--- config.mk ---
export PLATFORM = sky130hd
export DESIGN_NAME = rvrg_front_flat
export DESIGN_NICKNAME = d
export VERILOG_FILES = /design/src/rtl/retro_video_raster_generator_top_defines.svh /design/src/rtl/rvrg_pkg.sv /design/src/rtl/rvrg_if.sv /design/src/rtl/rvrg_front.sv /design/src/flat_wrapper.sv
export SDC_FILE = /design/constraint.sdc
export NUM_CORES = 1
export LEC_CHECK = 0
export BUFFER_PORTS_ARGS = -buffer_cell sky130_fd_sc_hd__buf_4
export CAP_MARGIN = 20
export CORE_ASPECT_RATIO = 0.6
export CORE_MARGIN = 2
export CORE_UTILIZATION = 40
export DETAILED_ROUTE_END_ITERATION = 10
export HOLD_SLACK_MARGIN = 0.06
export PLACE_DENSITY_LB_ADDON = 0.12
export RECOVER_POWER = 50
export SLEW_MARGIN = 20
export SYNTH_ARGS = -nofsm -noshare
export SYNTH_HDL_FRONTEND = slang
export SYNTH_SLANG_ARGS = --single-unit
--- constraint.sdc ---
create_clock -name clk -period 7.2 [get_ports clk]
set_clock_uncertainty 0.15 [all_clocks]
set_input_delay 0.72 -clock clk [delete_from_list [all_inputs] [get_ports clk]]
set_output_delay 0.72 -clock clk [all_outputs]
set_load 0.1 [all_outputs]
--- src/rtl/retro_video_raster_generator_top_defines.svh ---
// Assertion macros shared by the raster generator RTL.
`ifndef RETRO_VIDEO_RASTER_GENERATOR_TOP_DEFINES_SVH
`define RETRO_VIDEO_RASTER_GENERATOR_TOP_DEFINES_SVH

// Same-cycle implication, sampled on clk, off during reset.
`define RVRG_ASSERT_NOW(lbl, ante, cons) \
	lbl: assert property (@(posedge clk) disable iff (!arst_n) (ante) |-> (cons)) \
		else $error("rvrg: same-cycle check failed");

// Next-cycle implication, sampled on clk, off during reset.
`define RVRG_ASSERT_NEXT(lbl, ante, cons) \
	lbl: assert property (@(posedge clk) disable iff (!arst_n) (ante) |=> (cons)) \
		else $error("rvrg: next-cycle check failed");

`endif

--- src/rtl/rvrg_pkg.sv ---
// Types and constants shared by the raster generator modules.
package rvrg_pkg;

	localparam int ADDR_W     = 13;
	localparam int DATA_W     = 8;
	localparam int COLOR_W    = 32;
	localparam int PADDR_W    = 19;
	localparam int ATTR_IDX_W = 10;
	localparam int CFG_IDX_W  = 3;
	localparam int CFG_DATA_W = 16;
	localparam int Q_DEPTH    = 4;

	// Bitmap occupies the store below the attribute base
	localparam logic [ADDR_W-1:0] ATTR_BASE = 13'h1800;
	localparam int BMP_BYTES = 6144;

	// Item operations
	localparam logic OP_TICK  = 1'b0;
	localparam logic OP_WRITE = 1'b1;

	// Configuration register indexes
	localparam logic [CFG_IDX_W-1:0] CFG_LEFT_BORDER    = 3'd0;
	localparam logic [CFG_IDX_W-1:0] CFG_TOP_BORDER     = 3'd1;
	localparam logic [CFG_IDX_W-1:0] CFG_VISIBLE_WIDTH  = 3'd2;
	localparam logic [CFG_IDX_W-1:0] CFG_VISIBLE_HEIGHT = 3'd3;
	localparam logic [CFG_IDX_W-1:0] CFG_LINE_TOTAL     = 3'd4;
	localparam logic [CFG_IDX_W-1:0] CFG_FRAME_TOTAL    = 3'd5;
	localparam logic [CFG_IDX_W-1:0] CFG_BAR_PERIOD     = 3'd6;

	// Color component levels
	localparam logic [7:0] COMP_BRIGHT = 8'hFF;
	localparam logic [7:0] COMP_NORMAL = 8'hBB;
	localparam logic [7:0] ALPHA_OPAQUE = 8'hFF;

	// One queued job: a store write or a visible pixel
	typedef struct packed {
		logic                  op;
		logic                  in_screen;
		logic                  fetch;
		logic                  flash;
		logic                  bar;
		logic [ADDR_W-1:0]     addr;
		logic [ATTR_IDX_W-1:0] attr_idx;
		logic [DATA_W-1:0]     data;
		logic [PADDR_W-1:0]    paddr;
	} q_entry_t;

endpackage

--- src/rtl/rvrg_if.sv ---
// Channel interfaces: input items, output pixels, configuration writes.
interface rvrg_item_if;
	logic        valid;
	logic        ready;
	logic        operation;
	logic [12:0] write_address;
	logic [7:0]  write_data;

	modport source (output valid, operation, write_address, write_data, input ready);
	modport sink (input valid, operation, write_address, write_data, output ready);
endinterface


interface rvrg_cfg_if;
	logic        valid;
	logic        ready;
	logic [2:0]  index;
	logic [15:0] data;

	modport source (output valid, index, data, input ready);
	modport sink (input valid, index, data, output ready);
endinterface

--- src/rtl/rvrg_front.sv ---
// Front end: config registers, beam counters, item classification.
module rvrg_front #(
	parameter int STORE_BYTES = 6912
) (
	input  logic               clk,
	input  logic               arst_n,
	rvrg_item_if.sink          item,
	rvrg_cfg_if.sink           cfg,
	input  logic               clr_busy,
	input  logic               q_full,
	output logic               q_push,
	output rvrg_pkg::q_entry_t q_entry
);
	import rvrg_pkg::*;

	// Configuration registers
	logic [8:0]  left_q;
	logic [7:0]  top_q;
	logic [9:0]  vis_w_q;
	logic [8:0]  vis_h_q;
	logic [9:0]  line_tot_q;
	logic [8:0]  frame_tot_q;
	logic [15:0] bar_per_q;

	// Beam state
	logic [9:0]         col_q;
	logic [8:0]         line_q;
	logic [PADDR_W-1:0] paddr_q;
	logic [4:0]         frame_q;
	logic [15:0]        bar_cnt_q;
	logic               bar_q;

	logic        accept;
	logic        tick;
	logic        visible;
	logic        scr_x;
	logic        scr_y;
	logic [9:0]  rel;
	logic [7:0]  vpos;
	logic [4:0]  hcell;
	logic [10:0] col_nx;
	logic [9:0]  line_nx;
	logic [16:0] bar_nx;
	logic        line_wrap;
	logic        frame_wrap;
	logic        bar_wrap;
	logic        wr_ok;

	assign cfg.ready  = 1'b1;
	assign item.ready = !clr_busy && !q_full;
	assign accept     = item.valid && item.ready;
	assign tick       = accept && (item.operation == OP_TICK);

	// Classify the beam position
	always_comb begin
		visible = (col_q < vis_w_q) && (line_q < vis_h_q);
		scr_x   = ({1'b0, col_q} >= {2'b0, left_q}) &&
		          ({1'b0, col_q} < ({2'b0, left_q} + 11'd256));
		scr_y   = ({1'b0, line_q} >= {2'b0, top_q}) &&
		          ({1'b0, line_q} < ({2'b0, top_q} + 10'd192));
		rel     = col_q - {1'b0, left_q};
		vpos    = line_q[7:0] - top_q;
		hcell   = rel[7:3];
		col_nx  = {1'b0, col_q} + 11'd1;
		line_nx = {1'b0, line_q} + 10'd1;
		bar_nx  = {1'b0, bar_cnt_q} + 17'd1;
		line_wrap  = (col_nx >= {1'b0, line_tot_q});
		frame_wrap = line_wrap && (line_nx >= {1'b0, frame_tot_q});
		bar_wrap   = (bar_nx >= {1'b0, bar_per_q});
		wr_ok      = ({1'b0, item.write_address} < 14'(STORE_BYTES));
	end

	// Build the queue entry
	always_comb begin
		q_entry.op        = item.operation;
		q_entry.in_screen = scr_x && scr_y;
		q_entry.fetch     = (rel[2:0] == 3'd0);
		q_entry.flash     = frame_q[4];
		q_entry.bar       = bar_q;
		q_entry.attr_idx  = {vpos[7:3], hcell};
		q_entry.data      = item.write_data;
		q_entry.paddr     = paddr_q;
		if (item.operation == OP_WRITE) begin
			q_entry.addr = item.write_address;
		end else begin
			q_entry.addr = {vpos[7:6], vpos[2:0], vpos[5:3], hcell};
		end
		if (item.operation == OP_WRITE) begin
			q_push = accept && wr_ok;
		end else begin
			q_push = accept && visible;
		end
	end

	// Configuration writes
	always_ff @(posedge clk or negedge arst_n) begin
		if (!arst_n) begin
			left_q      <= 9'd48;
			top_q       <= 8'd48;
			vis_w_q     <= 10'd352;
			vis_h_q     <= 9'd288;
			line_tot_q  <= 10'd448;
			frame_tot_q <= 9'd312;
			bar_per_q   <= 16'd1024;
		end else if (cfg.valid) begin
			case (cfg.index)
				CFG_LEFT_BORDER:    left_q      <= cfg.data[8:0];
				CFG_TOP_BORDER:     top_q       <= cfg.data[7:0];
				CFG_VISIBLE_WIDTH:  vis_w_q     <= cfg.data[9:0];
				CFG_VISIBLE_HEIGHT: vis_h_q     <= cfg.data[8:0];
				CFG_LINE_TOTAL:     line_tot_q  <= cfg.data[9:0];
				CFG_FRAME_TOTAL:    frame_tot_q <= cfg.data[8:0];
				CFG_BAR_PERIOD:     bar_per_q   <= cfg.data;
				default: ;
			endcase
		end
	end

	// Advance the beam and bar timer on each tick
	always_ff @(posedge clk or negedge arst_n) begin
		if (!arst_n) begin
			col_q     <= '0;
			line_q    <= '0;
			paddr_q   <= '0;
			frame_q   <= '0;
			bar_cnt_q <= '0;
			bar_q     <= 1'b0;
		end else if (tick) begin
			if (line_wrap) begin
				col_q <= '0;
				if (frame_wrap) begin
					line_q  <= '0;
					frame_q <= frame_q + 1'b1;
				end else begin
					line_q <= line_nx[8:0];
				end
			end else begin
				col_q <= col_nx[9:0];
			end
			if (frame_wrap) begin
				paddr_q <= '0;
			end else if (visible) begin
				paddr_q <= paddr_q + 1'b1;
			end
			if (bar_wrap) begin
				bar_cnt_q <= '0;
				bar_q     <= !bar_q;
			end else begin
				bar_cnt_q <= bar_nx[15:0];
			end
		end
	end

endmodule

--- src/flat_wrapper.sv ---
// flat-port wrapper written by rule: the top's interface ports become plain ports
module rvrg_front_flat import rvrg_pkg::*;
#(
	parameter int STORE_BYTES = 6912
)
  (clk, arst_n, clr_busy, q_full, q_push, q_entry, item_valid, item_operation, item_write_address, item_write_data, item_ready, cfg_valid, cfg_index, cfg_data, cfg_ready);
  rvrg_item_if item_i ();
  rvrg_cfg_if cfg_i ();
  input  logic clk;
  input  logic arst_n;
  input  logic clr_busy;
  input  logic q_full;
  output logic q_push;
  output rvrg_pkg::q_entry_t q_entry;
  input wire logic [$bits(item_i.valid)-1:0] item_valid;
  input wire logic [$bits(item_i.operation)-1:0] item_operation;
  input wire logic [$bits(item_i.write_address)-1:0] item_write_address;
  input wire logic [$bits(item_i.write_data)-1:0] item_write_data;
  output wire logic [$bits(item_i.ready)-1:0] item_ready;
  input wire logic [$bits(cfg_i.valid)-1:0] cfg_valid;
  input wire logic [$bits(cfg_i.index)-1:0] cfg_index;
  input wire logic [$bits(cfg_i.data)-1:0] cfg_data;
  output wire logic [$bits(cfg_i.ready)-1:0] cfg_ready;
  assign item_i.valid = item_valid;
  assign item_i.operation = item_operation;
  assign item_i.write_address = item_write_address;
  assign item_i.write_data = item_write_data;
  assign item_ready = item_i.ready;
  assign cfg_i.valid = cfg_valid;
  assign cfg_i.index = cfg_index;
  assign cfg_i.data = cfg_data;
  assign cfg_ready = cfg_i.ready;
  rvrg_front #(.STORE_BYTES(STORE_BYTES)) u_core (.clk(clk), .arst_n(arst_n), .item(item_i), .cfg(cfg_i), .clr_busy(clr_busy), .q_full(q_full), .q_push(q_push), .q_entry(q_entry));
endmodule
# Word-level counts from Yosys, hierarchy flattened

Index checks and enable logic that the tools add are counted.

Bits in registers: 131
Word-level logic and storage cells: 73

Equal/unequal tests: 6
Magnitude comparators: 10
Bitwise logic cells: 1
Muxes and demuxes: 7
Reduce and logical (&&, ||, !) cells: 27
Add/sub/neg operators: 9

Operators with widths:

| operator              | count |
|---|---|
| $mux 19               | 2 |
| $ge 10x9->1           | 2 |
| $lt 10x10->1          | 2 |
| $reduce_and 2->1      | 10 |
| $add 19x1->19 const B | 1 |
| $add 16x1->17 const B | 1 |
| $ge 17x16->1          | 1 |
| $mux 16               | 1 |
| $sub 8x8->8           | 2 |
| $lt 13x13->1 const B  | 1 |
| $mux 13               | 1 |
| $add 10x1->11 const B | 1 |
| $ge 11x10->1          | 1 |
| $add 9x1->10 const B  | 1 |
| $add 9x9->10 const B  | 1 |
| $logic_and 1x1->1     | 10 |
| $lt 9x10->1           | 1 |
| $mux 10               | 1 |
| $add 8x8->9 const B   | 1 |
| $eq 3x3->1 const B    | 3 |
| $ge 9x8->1            | 1 |
| $lt 9x9->1            | 1 |
| $mux 9                | 1 |
| $eq 3x2->1 const B    | 2 |
| other kinds (8)       | 11 |

# Longest topological paths before layout

Depth in word-level cells: 5
Mapped depth: 14
Depth with buffers taken out: 12

# Least setup slack after synthesis

No wires, ideal clock.

Path kind: flip-flop to output port
Start point: register u_core.col_q[0]
End point: output q_entry[53] (netlist name)
Required time: 6.330 ns
Path slack: 1.636 ns
Arrival: 4.694 ns
Path buffers: 0
Cell stages (with the launch flop): 11
Cells stage by stage: dfrtp_1 > inv_1 > ha_1 > inv_1 > fa_1 > a21o_1 > a21oi_1 > o21ai_0 > nor4_1 > nor4b_1 > nor4_1

RTL lines:

| what                   | RTL line           | text |
|---|---|---|
| start, declared        | rvrg_front.sv:26   | `logic [9:0] col_q;` |
| start signal, assigned | rvrg_front.sv:138  | `col_q <= col_nx[9:0];` |
| end, declared          | flat_wrapper.sv:14 | `output rvrg_pkg::q_entry_t q_entry;` |

==> results.sh <==
export IMPL_outcome="complete, but fails checks"
export IMPL_violations="max-capacitance violations, max-slew violations"
export IMPL_r2r_start="u_core.col_q[1]"
export IMPL_hold_viol_final=0
export IMPL_pwr_share_comb_pct=44.5
export IMPL_overflow=0
export IMPL_pwr_share_seq_pct=28.0
export IMPL_required_ns=6.54
export IMPL_dpl_hpwl_um=16510
export IMPL_h_tree_depth=4
export IMPL_critPathMaxFanout=78
export IMPL_root_buffer="clkbuf_16"
export IMPL_regArea_mm2=0.003299
export IMPL_drive_gt1_share_pct=19.86
export IMPL_wl_per_cell_um=17.47
export IMPL_cts_sinks=131
export IMPL_path_buf_inv=1
export IMPL_end_kind="asynchronous set/reset pin"
export IMPL_grt_usage_pct=21.08
export IMPL_die_h_um=116.9
export IMPL_worstSetupPathType="in2async"
export IMPL_clock_latency_ns=0.44
export IMPL_cts_resized=0
export IMPL_min_from="u_core.frame_q[4]"
export IMPL_max_vdd_ir_drop_mv=0.5261
export IMPL_setup_tns_ns=0
export IMPL_crit_arrival_ns=3.84
export IMPL_r2r_cells=11
export IMPL_antenna_found_initial=0
export IMPL_max_stage_delay_ns=3.07
export IMPL_rr_endpoint="u_core.paddr_q[18]"
export IMPL_fillers=2010
export IMPL_drc=0
export IMPL_syn2layout_area_growth_pct=17.57
export IMPL_final_cell_mix="dfrtp_1, nand2_1, buf_4"
export IMPL_crit_slowest_cell="clkbuf_1"
export IMPL_postRouteAntennaNets=0
export IMPL_ys_flop_type="dfrtp_1"
export IMPL_tightest_slew_ns=4.447
export IMPL_rsz0062_at_grt="false"
export IMPL_finalPower_mw=3.491
export IMPL_fp_dieArea_mm2=0.02246
export IMPL_synth_edf_count=0
export IMPL_crit_path_start_kind="input pin"
export IMPL_p_sw_share_pct=44.33
export IMPL_max_slew_margin_pct=-196.5
export IMPL_drv_slew=79
export IMPL_hold_path_cell_count=1
export IMPL_fmax_ghz=0.2220
export IMPL_period_share_pct=62.56
export IMPL_switching_power_mw=1.548
export IMPL_ys_ff_latch=131
export IMPL_power_density_mw_per_mm2=349.6
export IMPL_cap_violations=1
export IMPL_hold_buffers=0
export IMPL_synthCells=905
export IMPL_min_period_ns=4.505
export IMPL_first_iter_violations=443
export IMPL_synthArstFlopShare_pct=100.0
export IMPL_dr_pass1_iters=5
export IMPL_avgSynthCellArea_um2=9.386
export IMPL_post_cts_repair_setup_buffers=0
export IMPL_vias=6752
export IMPL_nNetsFinal=1113
export IMPL_grt_pass1_wl_um=35630
export IMPL_die_x_um=192.1
export IMPL_yosys_warnings=0
export IMPL_seq_area_frac_synth_pct=38.84
export IMPL_ys_types=67
export IMPL_design_portCount=105
export IMPL_synth_nets=1034
export IMPL_port_buffers=87
export IMPL_drt_wl_total_um=22290
export IMPL_coreArea_mm2=0.02093
export IMPL_rrSetupSlack_ns=2.99
export IMPL_grt_pass1_vias=6189
export IMPL_fin_util_pct=47.72
export IMPL_p_int_mw=1.943
export IMPL_cts_buffer_depth=2
export IMPL_grt_max_degree=79
export IMPL_cts_buffers=17
export IMPL_vias_per_cell=5.292
export IMPL_final_setup_viol_count=0
export IMPL_p_clk_share_pct=27.4
export IMPL_cts_tree="done"
export IMPL_place_gp_congestion=0.8515
export IMPL_num_antenna_cells=0
export IMPL_hold_path_class="reg2reg"
export IMPL_path_clk_slew_ns=0.06
export IMPL_mappedNetlistArea_mm2=0.008494
export IMPL_critical_path_top_delay_family="buffers and inverters"
export IMPL_crit_chain="clkbuf_1"
export IMPL_hold_end="u_core.frame_q[4]"
export IMPL_layout_commonest_cell="dfrtp_1"
export IMPL_start_util_pct=40.58
export IMPL_multi_input_area_mm2=0.004681
export IMPL_leakagePower_nw=4.696
export IMPL_rows=41
==> synthesized netlist by cell type (all sizes together), types with 2 or more instances <==
master	number	share of area, %
o21a	3	0.27
o211ai	8	0.71
inv	86	3.8
a41oi	2	0.38
xnor2	24	2.5
nor4b	3	0.49
o311ai	2	0.21
nand2b	5	0.37
nand3	35	2.1
mux2	48	6.4
and2	3	0.22
a21o	7	0.62
o21bai	2	0.18
nor2	43	2.0
o31ai	5	0.44
a211oi	3	0.32
a221oi	2	0.21
nand4	14	1.0
or4	4	0.35
a31oi	11	0.81
nand2	99	4.4
o21ai	77	4.5
nand4b	4	0.41
nor4	6	0.62
a21boi	2	0.18
and4	3	0.31
xor2	29	3.0
dfstp	17	5.3
o221ai	7	0.72
o22ai	2	0.15
or3	4	0.29
a2111oi	3	0.53
nor3	15	0.94
or2	3	0.22
clkbuf	15	0.66
a22o	7	0.72
dfrtp	114	34
ha	80	12
a21oi	34	2.0
buf	20	1.6
nand3b	6	0.53
and3	14	1.0
nor3b	9	0.85
nor2b	14	1.0
fa	2	0.47
==> registers in the layout, summed over array words and instances (netlist names), 8 cells and up <==
signal and cells:
u_core.frame_tot_q 9, u_core.vis_h_q 9, u_core.paddr_q 19, u_core.col_q 10, u_core.line_tot_q 10, u_core.line_q 9
u_core.top_q 8, u_core.left_q 9, u_core.bar_cnt_q 16, u_core.bar_per_q 16, u_core.vis_w_q 10
==> metal layers <==
layer | share of wire [%] | track usage (%) | up-vias
met2 | 37 | 26.12 | 164
li1 | - | - | 3349
met5 | 0 | 0 | -
met4 | 0.87 | 5.344 | 0
met1 | 56 | 34.74 | 3222
met3 | 6.3 | 5.277 | 17
==> worst max path at each step <==
stage	start	to	slack (ns)	cells after the start
floorplan	u_core.col_q[0]	q_entry[53]	1.64	10
global placement	u_core.col_q[1]	u_core.paddr_q[18]	3.02	11
detailed placement	u_core.col_q[1]	u_core.paddr_q[2]	3.02	11
CTS	u_core.col_q[0]	q_entry[53]	2.96	11
global route	arst_n	u_core.left_q[8]	1.79	1
finish	arst_n	u_core.bar_per_q[12]	2.70	1
==> final cells by class <==
cell class	instances	share of cell area [%]
clock buffers	23	4.986
flip-flops and latches	131	33.04
inverters	86	3.232
repair buffers	95	6.878
well taps	279	3.495
multi-input cells	653	46.87
clock inverters	9	1.503
==> metrics by stage <==
stage	worst slack (ns)	instances	hold slack, ns	instance area, um2
after floorplan	1.636	905	0.2744	8494
after global placement	3.025	1243	0.3156	9376
after detailed placement	3.018	1243	0.3148	9376
after CTS	2.960	1275	0.2140	10020
after global routing	1.788	1276	0.3422	9987
final	2.695	1276	0.3186	9987
==> power by group through the flow <==
stage | Combinational (mW) | Sequential, mW | Clock, mW
after floorplan | 1.15 | 1.06 | 0
after global placement | 1.55 | 0.988 | 0
after detailed placement | 1.56 | 0.991 | 0
after CTS | 1.56 | 0.979 | 0.975
after global routing | 1.68 | 0.999 | 1.01
final | 1.55 | 0.979 | 0.958
==> cells by family after synthesis <==
group	share of synthesized area (%)
AO/OA/AOI/OAI	13.88
XOR/XNOR	5.465
adder cells (fa/ha/maj)	12.26
buffers and inverters	6.054
flip-flops	38.84
multiplexers	6.363
other	0.04415
AND/OR/NAND/NOR	17.10
No activity file was read; power rests on OpenSTA's default activity.
