$ cat config.mk
export PLATFORM = sky130hd
export DESIGN_NAME = rvrg_queue
export DESIGN_NICKNAME = d
export VERILOG_FILES = /design/src/rtl/retro_video_raster_generator_top_defines.svh /design/src/rtl/rvrg_pkg.sv /design/src/rtl/rvrg_queue.sv
export SDC_FILE = /design/constraint.sdc
export NUM_CORES = 1
export LEC_CHECK = 0
export BUFFER_PORTS_ARGS = -buffer_cell sky130_fd_sc_hd__buf_2
export CORE_AREA = 5 5 98 169
export DETAILED_ROUTE_END_ITERATION = 7
export DIE_AREA = 0 0 103 174
export GPL_TIMING_DRIVEN = 0
export PLACE_DENSITY = 0.89
export SLEW_MARGIN = 20
export SYNTH_ARGS = -nofsm -noshare
export SYNTH_HDL_FRONTEND = slang
export SYNTH_SLANG_ARGS = --single-unit
$ cat constraint.sdc
create_clock -name clk -period 3.4 [get_ports clk]
set_clock_uncertainty 0.15 [all_clocks]
set_input_delay 0.51 -clock clk [delete_from_list [all_inputs] [get_ports clk]]
set_output_delay 0.51 -clock clk [all_outputs]
set_load 0.005 [all_outputs]
$ cat src/rtl/retro_video_raster_generator_top_defines.svh
// Assertion macros shared by the raster generator RTL.
`ifndef RETRO_VIDEO_RASTER_GENERATOR_TOP_DEFINES_SVH
`define RETRO_VIDEO_RASTER_GENERATOR_TOP_DEFINES_SVH

// Same-cycle implication, sampled on clk, off during reset.
`define RVRG_ASSERT_NOW(lbl, ante, cons) \
	lbl: assert property (@(posedge clk) disable iff (!arst_n) (ante) |-> (cons)) \
		else $error("rvrg: same-cycle check failed");

// Next-cycle implication, sampled on clk, off during reset.
`define RVRG_ASSERT_NEXT(lbl, ante, cons) \
	lbl: assert property (@(posedge clk) disable iff (!arst_n) (ante) |=> (cons)) \
		else $error("rvrg: next-cycle check failed");

`endif

$ cat src/rtl/rvrg_pkg.sv
// Types and constants shared by the raster generator modules.
package rvrg_pkg;

	localparam int ADDR_W     = 13;
	localparam int DATA_W     = 8;
	localparam int COLOR_W    = 32;
	localparam int PADDR_W    = 19;
	localparam int ATTR_IDX_W = 10;
	localparam int CFG_IDX_W  = 3;
	localparam int CFG_DATA_W = 16;
	localparam int Q_DEPTH    = 4;

	// Bitmap occupies the store below the attribute base
	localparam logic [ADDR_W-1:0] ATTR_BASE = 13'h1800;
	localparam int BMP_BYTES = 6144;

	// Item operations
	localparam logic OP_TICK  = 1'b0;
	localparam logic OP_WRITE = 1'b1;

	// Configuration register indexes
	localparam logic [CFG_IDX_W-1:0] CFG_LEFT_BORDER    = 3'd0;
	localparam logic [CFG_IDX_W-1:0] CFG_TOP_BORDER     = 3'd1;
	localparam logic [CFG_IDX_W-1:0] CFG_VISIBLE_WIDTH  = 3'd2;
	localparam logic [CFG_IDX_W-1:0] CFG_VISIBLE_HEIGHT = 3'd3;
	localparam logic [CFG_IDX_W-1:0] CFG_LINE_TOTAL     = 3'd4;
	localparam logic [CFG_IDX_W-1:0] CFG_FRAME_TOTAL    = 3'd5;
	localparam logic [CFG_IDX_W-1:0] CFG_BAR_PERIOD     = 3'd6;

	// Color component levels
	localparam logic [7:0] COMP_BRIGHT = 8'hFF;
	localparam logic [7:0] COMP_NORMAL = 8'hBB;
	localparam logic [7:0] ALPHA_OPAQUE = 8'hFF;

	// One queued job: a store write or a visible pixel
	typedef struct packed {
		logic                  op;
		logic                  in_screen;
		logic                  fetch;
		logic                  flash;
		logic                  bar;
		logic [ADDR_W-1:0]     addr;
		logic [ATTR_IDX_W-1:0] attr_idx;
		logic [DATA_W-1:0]     data;
		logic [PADDR_W-1:0]    paddr;
	} q_entry_t;

endpackage

$ cat src/rtl/rvrg_queue.sv
// Short job queue between the beam front end and the pixel back end.
module rvrg_queue (
	input  logic               clk,
	input  logic               arst_n,
	input  logic               push,
	input  rvrg_pkg::q_entry_t push_data,
	input  logic               pop,
	output rvrg_pkg::q_entry_t head,
	output logic               full,
	output logic               empty
);
	import rvrg_pkg::*;

	localparam int PTR_W = $clog2(Q_DEPTH);
	localparam int CNT_W = $clog2(Q_DEPTH + 1);

	q_entry_t           slot_q [Q_DEPTH];
	logic [PTR_W-1:0]   wr_ptr_q;
	logic [PTR_W-1:0]   rd_ptr_q;
	logic [CNT_W-1:0]   count_q;

	assign head  = slot_q[rd_ptr_q];
	assign full  = (count_q == CNT_W'(Q_DEPTH));
	assign empty = (count_q == '0);

	// Store entries
	always_ff @(posedge clk) begin
		if (push) begin
			slot_q[wr_ptr_q] <= push_data;
		end
	end

	// Advance pointers and occupancy
	always_ff @(posedge clk or negedge arst_n) begin
		if (!arst_n) begin
			wr_ptr_q <= '0;
			rd_ptr_q <= '0;
			count_q  <= '0;
		end else begin
			if (push) begin
				wr_ptr_q <= (wr_ptr_q == PTR_W'(Q_DEPTH - 1)) ? '0 : wr_ptr_q + 1'b1;
			end
			if (pop) begin
				rd_ptr_q <= (rd_ptr_q == PTR_W'(Q_DEPTH - 1)) ? '0 : rd_ptr_q + 1'b1;
			end
			if (push && !pop) begin
				count_q <= count_q + 1'b1;
			end else if (pop && !push) begin
				count_q <= count_q - 1'b1;
			end
		end
	end

endmodule

* Yosys cells after proc, flatten, opt, wreduce, memory -nomap -nowiden
Memory sizes are Yosys's and may differ from the RTL's. Index checks and enable logic that the tools add are counted.
Word-level totals: input bits 59, register bits 7, logic and storage cells 23, memories kept 1, memory bits (writable) 220
Operators by class: mux-type cells 6, reductions and logical operators 6, add/sub/neg operators 4, eq/ne operators 3
Memories:
- slot_q | depth 4, bits a word 55, rd ports 1, clocked after memory_dff 0, write ports 1, RTL line rvrg_queue.sv:17 | q_entry_t slot_q [Q_DEPTH];
Operators with widths (number):
- $mux W3 | 2
- $add A2 B1 Y2 const B | 2
- $eq A2 B2 Y1 const B | 2
- $mux W2 | 2
- $add A3 B1 Y3 const B | 1
- $eq A3 B3 Y1 const B | 1
- $logic_not A3 Y1 | 1
- $sub A3 B1 Y3 const B | 1
- $logic_and A1 B1 Y1 | 2
- $logic_not A1 Y1 | 2
- $mux W1 | 2
- $reduce_bool A2 Y1 | 1

* Longest topological paths before layout
Gate-level depths: netlist (run 1).
depth in word-level cells 4, gate-level depth with buffers 7, depth with buffers taken out 7

* Worst setup path after synthesis (run 1)
Ideal clock, no wire load.
path type reg-to-reg, start register wr_ptr_q[0], end memory slot_q[0][0] in the netlist's numbering, enable pin, clock period less this slack 2496 ps, arrival time 1927 ps, cell stages (with the launch flop) 4, path slack 904 ps, buffers on the path 0, cells stage by stage dfrtp_1 > inv_1 > ha_1 > and2_1
RTL lines:
- start: declaration | RTL line rvrg_queue.sv:18 | logic [PTR_W-1:0] wr_ptr_q;
- start signal: assignment | RTL line rvrg_queue.sv:41 | wr_ptr_q <= (wr_ptr_q == PTR_W'(Q_DEPTH - 1)) ? '0 : wr_ptr_q + 1'b1;
- end: declaration | RTL line rvrg_queue.sv:17
No word-level cell before the write port.

==> qor.csv, run 1 <==
stage,metric,value,unit
yosys,Synth area leader,edfxtp_1,
yosys,Syn Std Cell Area,8350,µm²
yosys,synthesized instance count,324,
cts,"Reg clk slew, reported paths",0.07,ns
global_routing,grt total ovfl,0,
timing,RSZ-0062 raised after global routing,no,
worst_setup_path,cells along the critical path,buf_6 > buf_6 > mux4_2 > buf_2,
cts,Max Root-Sink Buffers,3,
yosys,share of the synthesized area in the top cell type,79.2,%
worst_setup_path,Buffers & Inverters on Critical Path,3,
detailed_routing,Routed WL,15100,µm
detailed_routing,1st-iter DRT viols,171,
global_routing,all-layer global routing usage,17.3,%
placed_design,port bufs,115,
yosys,Avg Inst Size Synth,25.8,µm²
floorplanning,Die Wd,103,µm
cts,CTS tree,built,
worst_setup_path,Critical Path Source Type,flop,
min_path,worst hold path type,input pin to flop,
finish,final net count,532,
placed_design,Detail Placement HPWL,10100,µm
timing,part of the cycle the worst path needs,78.5,%
timing,count of final setup violators,0,
yosys,syn nets,390,
floorplanning,row cnt,60,
timing,final max-slew violation count,0,
worst_setup_path,CP Class,flop to output port,
pwr,NetSw,2120,µW
yosys,Yosys cell types,19,
timing,Period minus WS final,2.67,ns
worst_setup_path,cell family with most CP delay,buffers and inverters,
yosys,prevailing post-synth register cell,edfxtp_1,
worst_setup_path,Worst path max stage delay,0.53,ns
timing,Slew headroom,58.7,%
cts,Root Driver,clkbuf_16,
cts,clock latency on the worst-skew pair,0.47,ns
finish,share of layout cells above drive strength 1,45.4,%
worst_setup_path,crit-path most repeated cell,buf_6,
pwr,Seq pwr share,46.7,%
pwr,maximum vdd drop,0.539,mV
worst_setup_path,Crit. End Element,output port,
pwr,Pwr Density,811,nW/µm²
floorplanning,Starting Density,55.0,%
placed_design,GPL Wtd Cong,0.699,
finish,Syn-to-layout area delta,17.9,%
yosys,post-synthesis sequential area ratio,81.3,%
worst_setup_path,CP max-delay cell,mux4_2,
timing,setup ws final,0.730,ns
run,max-cap violations,0,
pwr,Sw Share,26.6,%
yosys,synth top area cells,"edfxtp_1 79%, mux4_2 15%, dfrtp_1 2.1%, ha_1 0.90%, buf_6 0.54%",
detailed_routing,DR vias,3717,
yosys,"EDFF count, synth",220,
run_status,status,"finished, final reports clean",
detailed_routing,Vias/cell,5.59,
cts,post-CTS setup buffers,0,
yosys,Synth warnings,0,
timing,Least-Margin Pin Slew,0.620,ns
timing,Fin. Hold Viols,0,
cts,CTS Sinks,227,
yosys,most instantiated library cell after synthesis,edfxtp_1,
global_routing,initial antenna violation count,2,
worst_setup_path,CP max FO,10,
floorplanning,core area,15200,µm²
pwr,clock share of power,25.1,%
placed_design,pre-CTS setup slack,1.21,ns
worst_setup_path,Arrival @ worst endpoint,2.01,ns
global_routing,first-pass GRT wire length,23100,µm
cts,htree depth,1,
yosys,Post-synth ARST share,3.08,%
global_routing,vias in the first global route,4092,
timing,worst hold margin,0.0916,ns
detailed_routing,DRT Pass-1 Iters,4,
pwr,leak pwr,0.00341,µW
timing,Fmax,375,MHz
detailed_routing,DRC,0,
yosys,Seq cells post-synth,227,
floorplanning,io pins,116,
floorplanning,height of the die,174,µm
worst_setup_path,Worst EP required,2.74,ns
detailed_routing,post-route ant nets,0,
detailed_routing,drt wl/cell,22.6,µm
pwr,internal power,5860,µW
floorplanning,total die area,17900,µm²
cts,number of buffers created by CTS,20,
global_routing,largest net degree at the start of global routing,29,
pwr,combinational share of power,28.2,%
yosys,Synth top cells by count,"220 x edfxtp_1, 55 x mux4_2, 7 x dfrtp_1",
==> sequential cells by signal, indices dropped and copies added (netlist names) <==
signal,count
wr_ptr_q,2
rd_ptr_q,2
count_q,3
slot_q,220
==> final cells by class <==
class                   instances  area, µm²
well taps                     186        233
repair buffers                120        666
fillers                      1030       5330
clock inverters                11       46.3
diodes                          1       2.50
multi-input cells              81       1470
inverters                       4       15.0
flip-flops and latches        227       6780
clock buffers                  23        533
plain buffers                  12       88.8
==> metrics by stage <==
| stage | setup TNS (ns) | util, % | area (µm²) | total power, µW | std cells |
|---|---|---|---|---|---|
| 2_1_floorplan | 0 | - | 8350 | 5160 | 324 |
| 3_3_place_gp | -4.05 | 60.4 | 9150 | 5960 | 625 |
| 3_5_place_dp | 0 | 61.0 | 9240 | 6110 | 629 |
| 4_1_cts | 0 | 64.8 | 9830 | 8120 | 664 |
| 5_1_grt | 0 | 64.9 | 9840 | 8390 | 665 |
| 6_report | 0 | 64.9 | 9840 | 7980 | 665 |
==> power groups by stage <==
| stage | clock [µW] | combinational, µW | sequential, µW |
|---|---|---|---|
| after floorplan | 0 | 1410 | 3750 |
| after global placement | 0 | 2180 | 3780 |
| after detailed placement | 0 | 2320 | 3790 |
| after CTS | 2060 | 2330 | 3730 |
| after global routing | 2180 | 2450 | 3760 |
| final | 2010 | 2250 | 3720 |
==> what timing repair did <==
| action | in CTS | in global routing |
|---|---|---|
| hold buffers | 1 | 0 |
| endpoints found under the setup margin | 0 | 0 |
| endpoints found under the hold margin | 7 | 0 |
| resized for setup | 0 | 0 |
==> cell families after synthesis <==
kind of cell | synth area share (%)
flip-flops | 81.3
buffers and inverters | 1.24
AND/OR/NAND/NOR | 0.675
multiplexers | 15.2
AO/OA/AOI/OAI | 0.120
XOR/XNOR | 0.315
adder cells (fa/ha/maj) | 1.14
==> path summary, 6_finish.rpt <==
path,startpoint,end,slack [ns],cells after the start
max reg2reg,wr_ptr_q[0]$_DFFE_PN0P_,slot_q[2][24]$_DFFE_PP_,1.50,4
min in group asynchronous,arst_n,count_q[2]$_DFFE_PN0P_,0.25,2
max,rd_ptr_q[0]$_DFFE_PN0P_,head[21],0.73,4
min,push_data[21],slot_q[0][21]$_DFFE_PP_,0.09,1
max in group asynchronous,arst_n,wr_ptr_q[0]$_DFFE_PN0P_,2.67,2
min reg2reg,count_q[2]$_DFFE_PN0P_,count_q[2]$_DFFE_PN0P_,0.38,1
==> placed cells by master, fill, tap and decap left out <==
cell type,Yosys,layout
buf_6,4,4
inv_1,4,4
buf_4,2,2
mux4_2,55,55
nor3b_1,1,1
dlygate4sd3_1,0,1
nor2_1,3,3
dfrtp_1,7,7
buf_2,5,120
clkinv_2,0,4
clkbuf_1,1,3
diode_2,0,1
fa_1,1,1
and2_4,0,4
ha_1,6,6
edfxtp_1,220,220
clkinv_1,0,7
clkbuf_16,0,21
mux2_2,3,3
xnor2_1,1,1
o21ai_0,2,2
nand2_1,2,2
buf_12,0,4
xor2_1,2,2
nor3_1,1,1
==> per-layer routing <==
metal  global-route usage (%)  vias to the layer above  wire length, µm
met3                     2.57                       25              661
met2                     30.8                       99             8580
met5                        0                        -               20
met4                     5.29                        2              351
met1                     21.5                     1927             5450
li1                         -                     1664                -
Power figures use the tool's default switching activity.
==> run 2, diff against run 1 <==
--- a/config.mk
+++ b/config.mk
@@ -5,12 +5,13 @@
 export SDC_FILE = /design/constraint.sdc
 export NUM_CORES = 1
 export LEC_CHECK = 0
+export ABC_AREA = 1
 export BUFFER_PORTS_ARGS = -buffer_cell sky130_fd_sc_hd__buf_2
-export CORE_AREA = 5 5 98 169
+export CORE_AREA = 5 5 107 184
 export DETAILED_ROUTE_END_ITERATION = 7
-export DIE_AREA = 0 0 103 174
+export DIE_AREA = 0 0 112 189
 export GPL_TIMING_DRIVEN = 0
-export PLACE_DENSITY = 0.89
+export PLACE_DENSITY = 0.86
 export SLEW_MARGIN = 20
 export SYNTH_ARGS = -nofsm -noshare
 export SYNTH_HDL_FRONTEND = slang
==> constraint.sdc (replaced) <==
create_clock -name clk -period 2.35 [get_ports clk]
set_clock_uncertainty 0.15 [all_clocks]
set_input_delay 0.3525 -clock clk [delete_from_list [all_inputs] [get_ports clk]]
set_output_delay 0.3525 -clock clk [all_outputs]
set_load 0.005 [all_outputs]
==> qor.csv, run 2 <==
stage,metric,value,unit
yosys,Synth warnings,0,
detailed_routing,1st-iter DRT viols,315,
timing,final max-slew violation count,0,
cts,CTS Sinks,227,
pwr,Pwr Density,1130,nW/µm²
detailed_routing,Routed WL,20200,µm
global_routing,grt total ovfl,0,
worst_setup_path,Arrival @ worst endpoint,1.78,ns
finish,Layout fillers,1255,
global_routing,global routing usage on met2,34.9,%
timing,Slew headroom,75.1,%
yosys,Syn Std Cell Area,9200,µm²
finish,Syn-to-layout area delta,24.3,%
finish,Top Registers,"slot_q: 220 flops, count_q: 3 flops",
yosys,post-synthesis sequential area ratio,73.7,%
worst_setup_path,Worst path max stage delay,0.44,ns
floorplanning,total die area,21200,µm²
yosys,Post-synth ARST share,3.08,%
finish,share of layout cells above drive strength 1,21.0,%
worst_setup_path,CP max-delay cell,dfrtp_1,
detailed_routing,post-route ant nets,0,
cts,clock latency on the worst-skew pair,0.47,ns
finish,most frequent cells in the layout,"220 x edfxtp_1, 180 x nand2_1, 121 x buf_2, 118 x inv_1, 110 x o211ai_1",
yosys,share of the synthesized area in the top cell type,71.8,%
finish,Layout Cells excl Fill,1140,
pwr,Final Total Pwr,12900,µW
floorplanning,Starting Density,51.2,%
yosys,syn nets,760,
floorplanning,Die Wd,112,µm
global_routing,all-layer global routing usage,18.8,%
yosys,prevailing post-synth register cell,edfxtp_1,
finish,final net count,958,
finish,"commonest non-fill, non-tap cell in the layout",edfxtp_1,
detailed_routing,drt wl/cell,17.7,µm
finish,Final Util,63.6,%
min_path,worst hold path type,input pin to flop,
worst_setup_path,Critical Path Source Type,flop,
worst_setup_path,cells along the critical path,inv_4 > buf_6 > buf_6 > o211ai_1 > nand2_1 > buf_2,
timing,Period minus WS final,2.28,ns
placed_design,GPL Wtd Cong,0.785,
timing,count of final setup violators,0,
yosys,Synth area leader,edfxtp_1,
timing,Fmax,438,MHz
floorplanning,row cnt,65,
pwr,leak pwr,0.00471,µW
floorplanning,io pins,116,
floorplanning,core area,18000,µm²
worst_setup_path,Worst EP required,1.85,ns
timing,Least-Margin Pin Slew,0.373,ns
timing,setup ws final,0.0668,ns
placed_design,pre-CTS setup slack,0.425,ns
placed_design,Detail Placement HPWL,12700,µm
yosys,"EDFF count, synth",220,
placed_design,placed cell count,1047,
finish,Largest register FFs,220,
global_routing,Global Route met3 Usage,2.53,%
yosys,synthesized instance count,694,
timing,part of the cycle the worst path needs,97.2,%
detailed_routing,DRT Pass-1 Iters,5,
finish,Biggest register,slot_q,
global_routing,first-pass GRT wire length,31400,µm
cts,Max Root-Sink Buffers,3,
global_routing,vias in the first global route,6153,
cts,Root Driver,clkbuf_16,
floorplanning,height of the die,189,µm
cts,CTS tree,built,
yosys,synth top area cells,"edfxtp_1 72%, o211ai_1 9.0%, nand2_1 7.3%, inv_1 5.0%, buf_6 2.3%",
detailed_routing,DRC,0,
run,max-cap violations,0,
worst_setup_path,CP Class,flop to output port,
yosys,Seq cells post-synth,227,
global_routing,busiest grt layer,met2,
global_routing,initial antenna violation count,2,
worst_setup_path,crit-path most repeated cell,buf_6,
worst_setup_path,Crit. End Element,output port,
detailed_routing,Vias/cell,5.19,
worst_setup_path,CP max FO,10,
detailed_routing,DR vias,5917,
yosys,Avg Inst Size Synth,13.3,µm²
global_routing,met1 Use GR,21.1,%
yosys,Synth top cells by count,"220 x edfxtp_1, 180 x nand2_1, 122 x inv_1",
yosys,Yosys cell types,18,
pwr,maximum vdd drop,1.02,mV
cts,number of buffers created by CTS,19,
global_routing,largest net degree at the start of global routing,45,
placed_design,port bufs,115,
run_status,status,"finished, final reports clean",
cts,htree depth,1,
timing,worst hold margin,0.0458,ns
yosys,most instantiated library cell after synthesis,edfxtp_1,
timing,Fin. Hold Viols,0,
cts,"Reg clk slew, reported paths",0.07,ns
-- run 2: cell types whose count changed after synthesis, sizes merged, moves of 3 or more --
cell | previous run | this run
and2 | 4 | 0
o211ai | 0 | 110
nand2 | 2 | 180
buf | 11 | 34
mux4 | 55 | 0
inv | 4 | 123
mux2 | 3 | 0
-- run 2: kinds of logic after synthesis --
| kind of cell | count (synthesis) | share of synthesized area (%) |
|---|---|---|
| buf+inv | 159 | 8.30 |
| fa+ha+maj | 7 | 1.03 |
| simple gates | 186 | 7.66 |
| compound gates | 114 | 9.19 |
| flops | 227 | 73.7 |
| xor+xnor | 1 | 0.0952 |
-- run 2: worst paths after layout --
kind,from,end,slack [ns],cells after the start
min reg2reg,count_q[2]$_DFFE_PN0P_,count_q[2]$_DFFE_PN0P_,0.38,2
max reg2reg,wr_ptr_q[0]$_DFFE_PN0P_,slot_q[2][32]$_DFFE_PP_,0.53,5
max in group asynchronous,arst_n,rd_ptr_q[1]$_DFFE_PN0P_,1.75,2
min,push,wr_ptr_q[0]$_DFFE_PN0P_,0.05,2
min in group asynchronous,arst_n,count_q[2]$_DFFE_PN0P_,0.11,2
max,rd_ptr_q[0]$_DFFE_PN0P_,head[21],0.07,6
-- run 2: power breakdown --
| part | total, µW | switching [µW] | leakage, µW | internal, µW |
|---|---|---|---|---|
| sequential | 5380 | 195 | 0.00211 | 5180 |
| clock | 3180 | 1350 | 0.000302 | 1830 |
| combinational | 4320 | 2610 | 0.00231 | 1720 |
-- run 2: per-stage QoR --
| stage | cell area, µm² | setup TNS [ns] |
|---|---|---|
| after detailed placement | 10200 | 0 |
| after floorplan | 9200 | 0 |
| after global placement | 10100 | -159.55 |
| final | 11400 | 0 |
| after global routing | 11400 | -0.0454 |
| after CTS | 11400 | -0.0864 |
-- run 2: worst max-delay path: cells and delay by family (launching register included) --
family                 cells  cell delay (ns)
buffers and inverters      4             0.57
AND/OR/NAND/NOR            1             0.12
flip-flops                 1             0.44
AO/OA/AOI/OAI              1             0.17
-- run 2: routing by layer --
layer / part of all wire (%) / wire [µm] / vias up
met2: 54 / 10900 / 198
li1: - / - / 2809
met1: 37 / 7400 / 2849
met3: 4.8 / 974 / 61
met5: 0 / 0 / -
met4: 4.1 / 826 / 0
-- run 2: cell type report --
type	instances	area (µm²)	share of cell area, %
Sequential cell	227	6780	59.3
Multi-Input combinational cell	308	1650	14.5
Timing Repair Buffer	177	1270	11.1
Clock buffer	23	490	4.29
Inverter	123	474	4.15
Buffer	36	337	2.94
Tap cell	234	293	2.56
Clock inverter	10	134	1.17
Antenna cell	2	5.00	0.0438
-- run 2: what timing repair did --
item                                    in CTS  in global routing
setup buffers                                0                  0
hold buffers                                57                  0
pin swaps                                    0                  1
endpoints found under the hold margin      229                  0
endpoints found under the setup margin      24                 40
gates cloned                                 0                  1
resized for setup                            4                 12
==> run 3, diff against run 2 <==
--- a/config.mk
+++ b/config.mk
@@ -7,10 +7,12 @@
 export LEC_CHECK = 0
 export ABC_AREA = 1
 export BUFFER_PORTS_ARGS = -buffer_cell sky130_fd_sc_hd__buf_2
-export CORE_AREA = 5 5 107 184
+export CAP_MARGIN = 10
+export CELL_PAD_IN_SITES_DETAIL_PLACEMENT = 1
+export CELL_PAD_IN_SITES_GLOBAL_PLACEMENT = 1
+export CORE_AREA = 5 5 117 202
 export DETAILED_ROUTE_END_ITERATION = 7
-export DIE_AREA = 0 0 112 189
-export GPL_TIMING_DRIVEN = 0
+export DIE_AREA = 0 0 122 207
 export PLACE_DENSITY = 0.86
 export SLEW_MARGIN = 20
 export SYNTH_ARGS = -nofsm -noshare
==> qor.csv, run 3 (synthesis gave the netlist of run 2 again) <==
stage,metric,value,unit
run_status,status,"finished, final reports clean",
pwr,clock share of power,26.5,%
worst_setup_path,cell depth of the worst setup path,5,
detailed_routing,1st-iter DRT viols,273,
cts,htree depth,1,
global_routing,first-pass GRT wire length,33700,µm
detailed_routing,DRT Pass-1 Iters,5,
floorplanning,Die Wd,122,µm
worst_setup_path,CP max FO,26,
global_routing,all-layer global routing usage,17.2,%
timing,Period minus WS final,2.28,ns
finish,diode count,0,
floorplanning,io pins,116,
floorplanning,total die area,25300,µm²
finish,final instance area,11500,µm²
worst_setup_path,CP Class,flop to output port,
timing,Fin. Hold Viols,0,
pwr,leak pwr,0.00467,µW
finish,final net count,940,
cts,"Reg clk slew, reported paths",0.07,ns
finish,Largest register FFs,220,
worst_setup_path,Worst EP required,1.85,ns
finish,share of layout cells above drive strength 1,19.5,%
timing,count of final setup violators,0,
worst_setup_path,Crit. End Element,output port,
worst_setup_path,Critical Path Source Type,flop,
pwr,internal power,8880,µW
min_path,Hold Path Depth,2,
worst_setup_path,R2R Setup Slk,0.69,ns
detailed_routing,post-route ant nets,0,
cts,Root Driver,clkbuf_16,
finish,most frequent cells in the layout,"220 x edfxtp_1, 180 x nand2_1, 117 x inv_1, 115 x buf_2, 110 x o211ai_1",
cts,CTS Sinks,227,
finish,Final Util,52.4,%
detailed_routing,Routed WL,22700,µm
worst_setup_path,cells along the critical path,clkinv_8 > buf_16 > o211ai_1 > nand2_1 > buf_2,
finish,Layout fillers,2272,
floorplanning,height of the die,207,µm
detailed_routing,DR vias,5905,
worst_setup_path,CP max-delay cell,dfrtp_2,
timing,Slew headroom,71.3,%
pwr,Sw Share,32.4,%
timing,final max-slew violation count,0,
cts,number of buffers created by CTS,20,
placed_design,GPL Wtd Cong,0.704,
timing,RSZ-0062 raised after global routing,no,
finish,Syn-to-layout area delta,24.6,%
worst_setup_path,Worst path max stage delay,0.43,ns
cts,CTS tree,built,
worst_setup_path,Arrival @ worst endpoint,1.78,ns
worst_setup_path,Buffers & Inverters on Critical Path,3,
timing,part of the cycle the worst path needs,97.1,%
timing,Least-Margin Pin Slew,0.431,ns
detailed_routing,DRC,0,
pwr,Pwr Density,1140,nW/µm²
floorplanning,row cnt,72,
pwr,maximum vdd drop,0.942,mV
worst_setup_path,cell family with most CP delay,buffers and inverters,
cts,Max Root-Sink Buffers,3,
detailed_routing,Vias/cell,4.99,
detailed_routing,drt wl/cell,19.2,µm
min_path,worst hold path type,input pin to flop,
global_routing,initial antenna violation count,1,
finish,Biggest register,slot_q,
floorplanning,Starting Density,42.0,%
placed_design,pre-CTS setup slack,0.475,ns
timing,Fmax,438,MHz
run,max-cap violations,0,
global_routing,largest net degree at the start of global routing,56,
global_routing,vias in the first global route,6361,
placed_design,Placement Cell Area,10000,µm²
cts,clock latency on the worst-skew pair,0.49,ns
pwr,NetSw,4250,µW
floorplanning,core area,21900,µm²
timing,setup ws final,0.0673,ns
finish,Top Registers,"slot_q: 220 flops, count_q: 3 flops",
worst_setup_path,worst r2r path cells,5,
finish,"commonest non-fill, non-tap cell in the layout",edfxtp_1,
pwr,combinational share of power,32.3,%
placed_design,Detail Placement HPWL,12700,µm
placed_design,port bufs,115,
pwr,Seq pwr share,41.3,%
global_routing,grt total ovfl,0,
run 3: metrics by stage:
stage                     hold WS (ns)  power [µW]  std cells  TNS (ns)
after floorplan                -0.0931        7860        694         0
after global placement          0.0530        9140       1083         0
after detailed placement        0.0587        9360       1083         0
after CTS                       0.0321       12900       1176  -0.00408
after global routing            0.0643       13800       1184         0
final                           0.0497       13100       1184         0
run 3: final cells by class:
| cell class | count | area, µm² | share of cell area (%) |
|---|---|---|---|
| Clock inverter | 9 | 145 | 1.27 |
| Tap cell | 296 | 370 | 3.23 |
| Clock buffer | 27 | 548 | 4.78 |
| Inverter | 123 | 474 | 4.14 |
| Sequential cell | 227 | 6780 | 59.2 |
| Multi-Input combinational cell | 308 | 1650 | 14.4 |
| Timing Repair inverter | 1 | 5.00 | 0.0436 |
| Timing Repair Buffer | 193 | 1490 | 13.0 |
run 3: repair_timing:
action / 4_1_cts / 5_1_grt
hold buffers: 57 / 0
buffers inserted: 0 / 4
gates cloned: 0 / 4
endpoints found under the setup margin: 5 / 42
endpoints found under the hold margin: 229 / 0
gates resized for setup: 3 / 9
run 3: worst reg2reg max path: cells and delay by family, from the launching register on:
| kind | cells | cell delay, ns |
|---|---|---|
| flops | 1 | 0.41 |
| fa+ha+maj | 1 | 0.15 |
| simple gates | 1 | 0.05 |
| buf+inv | 3 | 0.50 |
run 3: power by group through the flow:
stage          Clock (µW)  Combinational (µW)  Sequential, µW
2_1_floorplan           0                2420            5440
3_3_place_gp            0                3700            5440
3_5_place_dp            0                3880            5490
4_1_cts              3530                4010            5400
5_1_grt              3720                4650            5470
6_report             3470                4240            5420
run 3: final timing paths:
check | startpoint | end
max | rd_ptr_q[0]$_DFFE_PN0P_ | head[19]
min | push | wr_ptr_q[0]$_DFFE_PN0P_
max reg2reg | wr_ptr_q[0]$_DFFE_PN0P_ | slot_q[2][8]$_DFFE_PP_
min reg2reg | count_q[2]$_DFFE_PN0P_ | count_q[2]$_DFFE_PN0P_
max in group asynchronous | arst_n | rd_ptr_q[0]$_DFFE_PN0P_
min in group asynchronous | arst_n | rd_ptr_q[1]$_DFFE_PN0P_
run 3: metal layers:
layer  GRT usage, %  vias to the layer above  wire (µm)
met4           5.22                        2        578
met2           34.3                      131      13100
met5              0                        -         13
met3           1.86                       35        686
met1           18.3                     2966       8350
li1               -                     2771          -
